[src/design/spwlt_pkg.sv]
`timescale 1ns / 1ps
// ============================================================================
// spwlt_pkg
// Shared sizes and the sequencer state type for the S+P line transform.
// ============================================================================
package spwlt_pkg;

    localparam int MAX_LEN  = 64;
    localparam int CAP_LEN  = (MAX_LEN / 2) * 2;
    localparam int HALF_MAX = CAP_LEN / 2;

    localparam int DATA_W   = 16;
    localparam int LL_W     = 7;
    localparam int ADDR_W   = (MAX_LEN > 1) ? $clog2(MAX_LEN) : 1;
    localparam int PIDX_W   = (HALF_MAX > 1) ? $clog2(HALF_MAX) : 1;
    localparam int EL_W     = (ADDR_W + 1 > LL_W) ? ADDR_W + 1 : LL_W;

    localparam logic [LL_W-1:0] LL_RESET = LL_W'(64);

    typedef enum logic [2:0] {
        ST_LOAD,
        ST_SM_B,
        ST_SM_C,
        ST_DT_A,
        ST_DT_B,
        ST_DT_C
    } state_t;

endpackage

[src/design/spwlt_ram.sv]
`timescale 1ns / 1ps
// ============================================================================
// spwlt_ram
// Generic simple dual-port RAM, one write and one registered read port.
// ============================================================================
module spwlt_ram #(
    parameter int WIDTH = 16,
    parameter int DEPTH = 64,
    parameter int AW    = (DEPTH > 1) ? $clog2(DEPTH) : 1
) (
    input  logic             clk,
    input  logic             we,
    input  logic [AW-1:0]    waddr,
    input  logic [WIDTH-1:0] wdata,
    input  logic [AW-1:0]    raddr,
    output logic [WIDTH-1:0] rdata
);

    logic [WIDTH-1:0] mem [DEPTH];

    always_ff @(posedge clk)
    begin
        if (we)
        begin
            mem[waddr] <= wdata;
        end
        rdata <= mem[raddr];
    end

endmodule

[src/design/sp_wavelet_line_transform.sv]
`timescale 1ns / 1ps
// ============================================================================
// sp_wavelet_line_transform
// One level of the S+P integer wavelet over a line of even length N.
// ============================================================================
// Output order: the smooth words of a line go out first, each registered after
// its ST_SM_B/ST_SM_C pair; the detail words follow after ST_DT_A.
// Throughput: one sample per cycle while loading; busy then stays high and no
// sample is taken while N words go out, one per pair of states; the receiver cannot stall.
// Reset: line_length returns to 64, the fill count to zero; RAM contents
// are not cleared (no entry is used before it is written in a line).
// ============================================================================
module sp_wavelet_line_transform (
    input  logic                          clk,
    input  logic                          rst_n,
    input  logic                          cfg_we,
    input  logic [spwlt_pkg::LL_W-1:0]    cfg_data,
    input  logic                          start,
    input  logic signed [15:0]            sample,
    output logic                          busy,
    output logic                          valid,
    output logic signed [15:0]            coeff,
    output logic                          last_of_line
);

    // ------------------------------------------------------------------
    // Configuration and effective line length
    // ------------------------------------------------------------------
    logic [spwlt_pkg::LL_W-1:0]   line_length_reg;
    logic [spwlt_pkg::EL_W-1:0]   len_even;
    logic [spwlt_pkg::EL_W-1:0]   eff_len;
    logic [spwlt_pkg::EL_W-1:0]   half_m1;

    // Odd lengths drop to even, then clamp to [2, CAP_LEN].
    always_comb
    begin
        len_even = spwlt_pkg::EL_W'({line_length_reg[spwlt_pkg::LL_W-1:1], 1'b0});
        if (len_even < spwlt_pkg::EL_W'(2))
        begin
            eff_len = spwlt_pkg::EL_W'(2);
        end
        else if (len_even > spwlt_pkg::EL_W'(spwlt_pkg::CAP_LEN))
        begin
            eff_len = spwlt_pkg::EL_W'(spwlt_pkg::CAP_LEN);
        end
        else
        begin
            eff_len = len_even;
        end
        half_m1 = (eff_len >> 1) - spwlt_pkg::EL_W'(1);
    end

    // ------------------------------------------------------------------
    // Sequencer state and datapath registers
    // ------------------------------------------------------------------
    spwlt_pkg::state_t                 state_reg, state_next;
    logic [spwlt_pkg::ADDR_W-1:0]      load_count_reg;
    logic [spwlt_pkg::PIDX_W-1:0]      pidx_reg;      // pair index n
    logic signed [15:0]                a_reg;         // x[2n]
    logic signed [15:0]                sprev_reg;     // s[n-1]
    logic                              valid_reg;
    logic signed [15:0]                coeff_reg;
    logic                              last_reg;

    logic                              accept;
    logic                              line_full;
    logic                              last_pair;
    logic                              inner;
    logic [spwlt_pkg::PIDX_W-1:0]      pidx_inc;
    logic [spwlt_pkg::PIDX_W-1:0]      pidx_dec;

    assign accept    = start && (state_reg == spwlt_pkg::ST_LOAD);
    assign line_full = (spwlt_pkg::EL_W'(load_count_reg) + spwlt_pkg::EL_W'(1)) >= eff_len;
    assign last_pair = (spwlt_pkg::EL_W'(pidx_reg) == half_m1);
    assign inner     = (pidx_reg != '0) && !last_pair;
    assign pidx_inc  = pidx_reg + spwlt_pkg::PIDX_W'(1);
    assign pidx_dec  = pidx_reg - spwlt_pkg::PIDX_W'(1);

    // ------------------------------------------------------------------
    // Memories: line samples and smooth values of the current line
    // ------------------------------------------------------------------
    logic                              line_we;
    logic [spwlt_pkg::ADDR_W-1:0]      line_raddr;
    logic [15:0]                       line_rdata;
    logic                              sm_we;
    logic [spwlt_pkg::PIDX_W-1:0]      sm_raddr;
    logic [15:0]                       sm_rdata;
    logic [15:0]                       sm_wdata;

    spwlt_ram #(
        .WIDTH (spwlt_pkg::DATA_W),
        .DEPTH (spwlt_pkg::MAX_LEN),
        .AW    (spwlt_pkg::ADDR_W)
    ) u_line_ram (
        .clk   (clk),
        .we    (line_we),
        .waddr (load_count_reg),
        .wdata (sample),
        .raddr (line_raddr),
        .rdata (line_rdata)
    );

    spwlt_ram #(
        .WIDTH (spwlt_pkg::DATA_W),
        .DEPTH (spwlt_pkg::HALF_MAX),
        .AW    (spwlt_pkg::PIDX_W)
    ) u_smooth_ram (
        .clk   (clk),
        .we    (sm_we),
        .waddr (pidx_reg),
        .wdata (sm_wdata),
        .raddr (sm_raddr),
        .rdata (sm_rdata)
    );

    // ------------------------------------------------------------------
    // Arithmetic
    // smooth = (a + b) / 2 toward zero: add 1 to a negative sum, then shift.
    // detail = a - b (+ (s[n+1] - s[n-1]) >>> 2 on inner pairs), wrapped.
    // ------------------------------------------------------------------
    logic signed [16:0]                pair_sum;
    logic signed [16:0]                pair_sum_adj;
    logic signed [17:0]                pair_diff;
    logic signed [16:0]                s_delta;
    logic signed [16:0]                s_corr;
    logic signed [17:0]                detail;

    always_comb
    begin
        pair_sum     = 17'(a_reg) + 17'($signed(line_rdata));
        pair_sum_adj = pair_sum + 17'({16'b0, pair_sum[16]});
        sm_wdata     = pair_sum_adj[16:1];
        pair_diff    = 18'(a_reg) - 18'($signed(line_rdata));
        s_delta      = 17'($signed(sm_rdata)) - 17'(sprev_reg);
        s_corr       = s_delta >>> 2;
        detail       = inner ? (pair_diff + 18'(s_corr)) : pair_diff;
    end

    // ------------------------------------------------------------------
    // Next state
    // ------------------------------------------------------------------
    always_comb
    begin
        state_next = state_reg;
        unique case (state_reg)
            spwlt_pkg::ST_LOAD:
            begin
                if (accept && line_full)
                begin
                    state_next = spwlt_pkg::ST_SM_B;
                end
            end
            spwlt_pkg::ST_SM_B:
            begin
                state_next = spwlt_pkg::ST_SM_C;
            end
            spwlt_pkg::ST_SM_C:
            begin
                state_next = last_pair ? spwlt_pkg::ST_DT_A : spwlt_pkg::ST_SM_B;
            end
            spwlt_pkg::ST_DT_A:
            begin
                state_next = spwlt_pkg::ST_DT_B;
            end
            spwlt_pkg::ST_DT_B:
            begin
                state_next = spwlt_pkg::ST_DT_C;
            end
            spwlt_pkg::ST_DT_C:
            begin
                state_next = last_pair ? spwlt_pkg::ST_LOAD : spwlt_pkg::ST_DT_B;
            end
            default:
            begin
                state_next = spwlt_pkg::ST_LOAD;
            end
        endcase
    end

    // ------------------------------------------------------------------
    // Memory controls per state. Reads are issued in the state before their use;
    // x[0] is read all through LOAD so it is ready when the line closes.
    // ------------------------------------------------------------------
    always_comb
    begin
        line_we    = 1'b0;
        sm_we      = 1'b0;
        line_raddr = '0;
        sm_raddr   = pidx_reg;
        unique case (state_reg)
            spwlt_pkg::ST_LOAD:
            begin
                line_we = accept;
            end
            spwlt_pkg::ST_SM_B:
            begin
                line_raddr = spwlt_pkg::ADDR_W'({pidx_reg, 1'b1});
            end
            spwlt_pkg::ST_SM_C:
            begin
                sm_we      = 1'b1;
                line_raddr = spwlt_pkg::ADDR_W'({pidx_inc, 1'b0});
            end
            spwlt_pkg::ST_DT_A:
            begin
                line_raddr = spwlt_pkg::ADDR_W'({pidx_reg, 1'b0});
                sm_raddr   = pidx_dec;
            end
            spwlt_pkg::ST_DT_B:
            begin
                line_raddr = spwlt_pkg::ADDR_W'({pidx_reg, 1'b1});
                sm_raddr   = pidx_inc;
            end
            spwlt_pkg::ST_DT_C:
            begin
                line_raddr = spwlt_pkg::ADDR_W'({pidx_inc, 1'b0});
                sm_raddr   = pidx_reg;    // s[(n+1)-1]
            end
            default:
            begin
                line_raddr = '0;
            end
        endcase
    end

    // ------------------------------------------------------------------
    // Control registers
    // ------------------------------------------------------------------
    always_ff @(posedge clk or negedge rst_n)
    begin
        if (!rst_n)
        begin
            state_reg       <= spwlt_pkg::ST_LOAD;
            line_length_reg <= spwlt_pkg::LL_RESET;
            load_count_reg  <= '0;
            pidx_reg        <= '0;
            valid_reg       <= 1'b0;
        end
        else
        begin
            state_reg <= state_next;
            valid_reg <= (state_reg == spwlt_pkg::ST_SM_C) ||
                         (state_reg == spwlt_pkg::ST_DT_C);

            // A length write drops any partial line.
            if (cfg_we)
            begin
                line_length_reg <= cfg_data;
                load_count_reg  <= '0;
            end
            else if (accept)
            begin
                load_count_reg <= line_full ? '0 : load_count_reg + spwlt_pkg::ADDR_W'(1);
            end

            case (state_reg)
                spwlt_pkg::ST_SM_C,
                spwlt_pkg::ST_DT_C:
                begin
                    pidx_reg <= last_pair ? '0 : pidx_inc;
                end
                spwlt_pkg::ST_LOAD:
                begin
                    pidx_reg <= '0;
                end
                default:
                begin
                    pidx_reg <= pidx_reg;
                end
            endcase
        end
    end

    // ------------------------------------------------------------------
    // Payload registers
    // ------------------------------------------------------------------
    always_ff @(posedge clk)
    begin
        case (state_reg)
            spwlt_pkg::ST_SM_B,
            spwlt_pkg::ST_DT_B:
            begin
                a_reg     <= $signed(line_rdata);
                sprev_reg <= $signed(sm_rdata);
            end
            spwlt_pkg::ST_SM_C:
            begin
                coeff_reg <= $signed(sm_wdata);
                last_reg  <= 1'b0;
            end
            spwlt_pkg::ST_DT_C:
            begin
                coeff_reg <= detail[15:0];
                last_reg  <= last_pair;
            end
            default:
            begin
                a_reg <= a_reg;
            end
        endcase
    end

    assign busy         = (state_reg != spwlt_pkg::ST_LOAD);
    assign valid        = valid_reg;
    assign coeff        = coeff_reg;
    assign last_of_line = last_reg;

endmodule
[config.mk]
export PLATFORM = sky130hd
export DESIGN_NAME = sp_wavelet_line_transform
export DESIGN_NICKNAME = d
export VERILOG_FILES = /design/src/design/spwlt_pkg.sv /design/src/design/spwlt_ram.sv /design/src/design/sp_wavelet_line_transform.sv
export SDC_FILE = /design/constraint.sdc
export NUM_CORES = 2
export LEC_CHECK = 0
export BUFFER_PORTS_ARGS = -buffer_cell sky130_fd_sc_hd__buf_4
export CORE_ASPECT_RATIO = 1.1
export CORE_MARGIN = 2
export CORE_UTILIZATION = 40
export DETAILED_ROUTE_END_ITERATION = 10
export HOLD_SLACK_MARGIN = 0.08
export SETUP_SLACK_MARGIN = 0.5
export SKIP_LAST_GASP = 1
export SLEW_MARGIN = 30
export SYNTH_ARGS = -nofsm -noshare
export SYNTH_HDL_FRONTEND = slang
export SYNTH_SLANG_ARGS = --single-unit
export TNS_END_PERCENT = 5
[constraint.sdc]
create_clock -name clk -period 4.4 [get_ports clk]
set_input_delay 0.44 -clock clk [delete_from_list [all_inputs] [get_ports clk]]
set_output_delay 0.44 -clock clk [all_outputs]
set_load 0.02 [all_outputs]
# Word level (Yosys, flattened, before mapping)
# Memories as Yosys holds them, arrays and structs flattened. A register that Yosys moved wholly into a read port is not among the register bits.
# Cells that the tools add are included.
# totals
wordCells,66
inputBits,27
mem_count,2
register_bits,71
ram_bits,1536
# memory_table
name,words,width,rd,rd_ports_with_merged_regs,write_ports,line_no,rtl
u_line_ram.mem,64,16,1,1,1,spwlt_ram.sv:19,logic [WIDTH-1:0] mem [DEPTH];
u_smooth_ram.mem,32,16,1,1,1,spwlt_ram.sv:19,
# classes
add_sub_neg,10
n_reduce_logical,13
n_eq_ne,7
order_cmp,3
mux,22
# ops
operator,n
$pmux W16 S2,1
$pmux W5 S2,2
$mux W6,3
$pmux W3 S6,1
$pmux W6 S3,1
$add A16 B16 Y17,1
$add A17 B1 Y17,1
$sub A16 B16 Y17,1
$add A16 B15 Y16,1
$mux W16,1
$sub A16 B16 Y16,1
$mux W7,2
$add A6 B1 Y7 const B,1
$eq A5 B7 Y1,1
$ge A7 B7 Y1,1
$gt A7 B7 Y1 const B,1
$lt A7 B2 Y1 const B,1
$sub A6 B1 Y7 const B,1
$add A6 B1 Y6 const B,1
$eq A3 B2 Y1 const B,2
$eq A3 B3 Y1 const B,2
$mux W1,6
$mux W3,2
$reduce_bool A2 Y1,3
other kinds (14),17

# Logic depth before layout (Yosys ltp)
# logic_depth
word_depth,9
mapped_depth,20
mapped_depth_nobuf,20

# Hierarchy
# Synthesis repeated with hierarchy kept, for this count alone.
# hier_totals
cells_unflattened,3724
hier_area_um2,67119.4
# modules_own_cells
module,area_each_um2,seq_area_each_um2,instances,cells_each
spwlt_ram (u_line_ram),40042.2,31069.8,1,1829
spwlt_ram (u_smooth_ram),20535.9,15695.1,1,1143
sp_wavelet_line_transform,6541.3,1998.2,1,752

# Worst setup path after synthesis
# No wires, ideal clock.
# synth_timing
path_kind,reg-to-reg
startpoint,reg a_reg[0]
endpoint,mem u_smooth_ram.mem[0][13] (data pin)
path_buffers,0
path_stages_with_launch,17
setup_ns,0.394
setup_slack_ns,-0.331
arrival_time_ns,4.337
t_required_ns,4.006
cell_sequence,edfxtp_1 > ha_1 > inv_1 > fa_1 > nor2_2 > o311a_4 > o311ai_0 > nand3_1 > a31oi_1 > o2111ai_1 > and2_1 > nor2_1 > ha_1 > nand2b_1 > or3_4 > or2_1 > xnor2_1
# synth_between
elab_chain_len,2
# synth_lines
element,line_no,rtl
start: declaration,sp_wavelet_line_transform.sv:59,logic signed [15:0] a_reg;
start signal: assignment,sp_wavelet_line_transform.sv:283,a_reg <= $signed(line_rdata);
start signal: assignment,sp_wavelet_line_transform.sv:298,a_reg <= a_reg;
$add A16 B16 Y17,sp_wavelet_line_transform.sv:130,pair_sum = 17'(a_reg) + 17'($signed(line_rdata));
$add A17 B1 Y17,sp_wavelet_line_transform.sv:131,"pair_sum_adj = pair_sum + 17'({16'b0, pair_sum[16]});"
net pair_sum_adj[14],sp_wavelet_line_transform.sv:122,logic signed [16:0] pair_sum_adj;
end: declaration,spwlt_ram.sv:19,
# The timed path passes the listed nets, and every way through them passes these cells.

# Worst setup path after layout
# layout_timing
startpoint,reg state_reg[0]
endpoint,reg u_line_ram.rdata[9] (read register of u_line_ram.mem)
# layout_between
elab_chain_len,3
word_cells_on_any_way,8
# layout_lines
element,line_no,rtl
start: declaration,sp_wavelet_line_transform.sv:56,"spwlt_pkg::state_t state_reg, state_next;"
start signal: assignment,sp_wavelet_line_transform.sv:233,state_reg <= spwlt_pkg::ST_LOAD;
start signal: assignment,sp_wavelet_line_transform.sv:241,state_reg <= state_next;
$eq A3 B2 Y1 (tied with other cells),sp_wavelet_line_transform.sv:190,unique case (state_reg)
$reduce_or A2 Y1 (no line),n/a,
$pmux W6 S3 *,sp_wavelet_line_transform.sv:190,
end: declaration,spwlt_ram.sv:16,output logic [WIDTH-1:0] rdata
# Every way passes the cells marked *; elsewhere a longest branch is shown, timed or not.
# A chain may end at the register's enable or synchronous reset.

==> flow_summary.toml <==
[outcome]
outcome = "finished, final reports clean"

[routing]
via_count = 33800
first_pass_iters = 5
drc = 0
vias_per_cell = 5.51
dr.first_iter.drc_count = 3025
drtAntennaViolNets = 0
wl_per_cell_um = 25.6
wl_mm = 157

[min_path]
hp-start = "start"
hold_path.class = "primary input to flip-flop"
min_to = "load_count_reg[1]$_DFFE_PN0P_"
whs_path_depth = 4

[setup_path]
r2r_slack_ns = 0.31
worst-path-max-fanout = 16
reg2reg_depth = 12
r2r_start = "state_reg[0]$_DFFE_PN0P_"
critPathRequiredTime_ns = 5.04
crit_family = "compound AO/OA/AOI/OAI gates"
r2r-end = "u_line_ram.rdata[9]$_DFF_P_"
crit_arrival_ns = 4.73
cp_common_cell = "buf_4"
crit_chain = "buf_4 -> nor2b_1 -> nand2b_1 -> a31oi_4 -> buf_12 -> buf_4 -> buf_4 -> mux4_2 -> a211oi_1 -> a31oi_1 -> a211oi_1 -> a31oi_1"
crit_buf_inv = 4
crit_type = "flip-flop to flip-flop"
max_stage_delay_ns = 0.65
cp_slowest_cell = "a211oi_1"
start_kind = "flip-flop"
endpoint_kind = "flip-flop"

[timing]
hold_viol_final = 0
fin_ws_ns = 0.308
setup_tns_ns = 0
setup_viol = 0
slew_headroom_pct = 39.5
timing_max_transition_violations_final = 0
fin_crit_sh_pct = 93.0
skew_ns = 0.0578
worst_slew_pin_slew_ns = 0.903
rsz0062_at_grt = "true"
min_period_ns = 4.09
max_freq_mhz = 244

[clock_network]
clk_latency_ns = 0.80
root_buffer = "clkbuf_16"
cts_sinks = 1638
clkTransAtPathRegs_ns = 0.06
cts_tree = "built"
cts_buffers = 166
htree_levels = 4
clock_path_buffers = 3

[die]
die_area_mm2 = 0.169
initial_core_util_pct = 40.3
core-area_mm2 = 0.165
io_pins = 46
dieWidth_um = 392
die_y_um = 431
core.rowCount = 156

[power]
ir_drop_mv = 1.05
p_leak_uw = 0.0250
p_per_area_mw_per_mm2 = 826
power_uw = 63800

[synthesis]
syn-num-nets = 3574
synth-edff-count = 1585
yosysUniqueCellTypes = 79
ys_warn_count = 0
syn_inst = 3469
ys.flop_type = "edfxtp_1"
yosysSeqAreaShare_pct = 73.5
ys_ff_latch = 1638
synthArstFlopShare_pct = 1.28
synth_area_mm2 = 0.0664
avgSynthCellArea_um2 = 19.1

[grt]
grt_pass1_vias = 33900
grt_pass1_wl_mm = 230
grt-ovfl-total = 0
grt_usage_pct = 18.5
grt_start_max_net_pins = 71
antenna_found_initial = 9

[cells_and_area]
layout_commonest_cell = "edfxtp_1"
fin_util_pct = 47.0
fin_area_mm2 = 0.0773
syn_to_final_growth_pct = 16.4
max_flop_register = "u_line_ram.mem"
final_cell_mix = "edfxtp_1, mux4_2, buf_4"
largest_reg_flops = 1024
nets = 3886
drive_above_1_share_pct = 27.7
largestRegisters = "u_line_ram.mem (1024), u_smooth_ram.mem (512)"

[job]
cap_viol_max_count = 0

[place]
port-buffer-count = 44
place_congestion = 0.825
dp_hpwl_mm = 95.5
dp_slack_ns = -0.0230
postPlaceCellArea_mm2 = 0.0712
[Yosys cell counts, drive strengths merged (17+ instances only)]
cell type  instances  share of area [%]
nor2             166               0.94
a31oi             43               0.41
o21ai             55               0.41
nor3              19               0.14
xor2              18               0.24
edfxtp          1585                 72
or3               17               0.18
mux2i             32               0.48
mux4             396                 13
buf               63               0.53
xnor2             52               0.69
nand3             34               0.26
a211oi            72               0.82
dfxtp             32               0.97
and2              55               0.52
o211ai            29               0.33
dfrtp             20               0.75
a21o              18               0.20
clkbuf           121               0.68
mux2              33               0.57
a21oi             57               0.43
inv               60               0.34
ha                75                1.4
nand2            250                1.4
[through the flow]
stage / hold WS, ns / instances
after floorplan: 0.144 / 3469
after global placement: 0.369 / 5792
after detailed placement: 0.371 / 5792
after CTS: 0.104 / 6113
after global routing: 0.142 / 6123
final: 0.173 / 6129
[how the worst max path moves through the flow]
stage,from,end,slack [ns],cells after the start
after floorplan,sprev_reg[1]$_DFFE_PN_,coeff[15]$_DFFE_PN_,0.19,20
after global placement,sprev_reg[1]$_DFFE_PN_,coeff[15]$_DFFE_PN_,-0.09,20
after detailed placement,sprev_reg[1]$_DFFE_PN_,coeff[15]$_DFFE_PN_,-0.02,20
after CTS,a_reg[0]$_DFFE_PN_,u_smooth_ram.mem[5][11]$_DFFE_PP_,0.37,18
after global routing,state_reg[0]$_DFFE_PN0P_,u_line_ram.rdata[4]$_DFF_P_,0.15,13
final,state_reg[0]$_DFFE_PN0P_,u_line_ram.rdata[9]$_DFF_P_,0.31,12
[final cells by class]
| type | count | area (um2) |
|---|---|---|
| fillers | 13700 | 87300 |
| flip-flops and latches | 1638 | 48800 |
| multi-input cells | 1585 | 17200 |
| clock buffers | 199 | 4340 |
| repair buffers | 328 | 2950 |
| well taps | 2212 | 2770 |
| clock inverters | 99 | 1060 |
| inverters | 62 | 233 |
| diodes | 6 | 15.0 |
[worst reg2reg max path, stage by stage (launching register included)]
cell and delay [ns]:
dfrtp_1 0.50, buf_4 0.22, nor2b_1 0.15, nand2b_1 0.13
a31oi_4 0.20, buf_12 0.25, buf_4 0.34, buf_4 0.22
mux4_2 0.50, a211oi_1 0.43, a31oi_1 0.18, a211oi_1 0.65
a31oi_1 0.15
[cells by family after synthesis]
| family | Yosys count | synth area share, % |
|---|---|---|
| flip-flops | 1638 | 73.5 |
| AND/OR/NAND/NOR | 612 | 4.20 |
| multiplexers | 461 | 14.5 |
| AO/OA/AOI/OAI | 363 | 3.83 |
| buffers and inverters | 246 | 1.56 |
| adder cells (fa/ha/maj) | 78 | 1.50 |
| XOR/XNOR | 71 | 0.958 |
[per-layer routing]
layer / global-route usage [%] / up-vias / routed length, um
li1: - / 14600 / -
met2: 29.1 / 1078 / 74300
met5: 0.173 / - / 44
met1: 26.4 / 17800 / 68100
met3: 3.83 / 233 / 10400
met4: 4.99 / 4 / 3950
[report_power, final]
part	switching, uW	internal (uW)
combinational	16200	12200
clock	5950	8020
sequential	369	21100
total	22500	41300
[timing repair]
action	in CTS	in global routing
buffers inserted	8	10
resized for setup	40	40
pin swaps	24	28
hold buffers	14	0
endpoints found under the hold margin	27	0
cloned	1	0
setup endpoints to repair	345	365
Power figures use the tool's default switching activity.
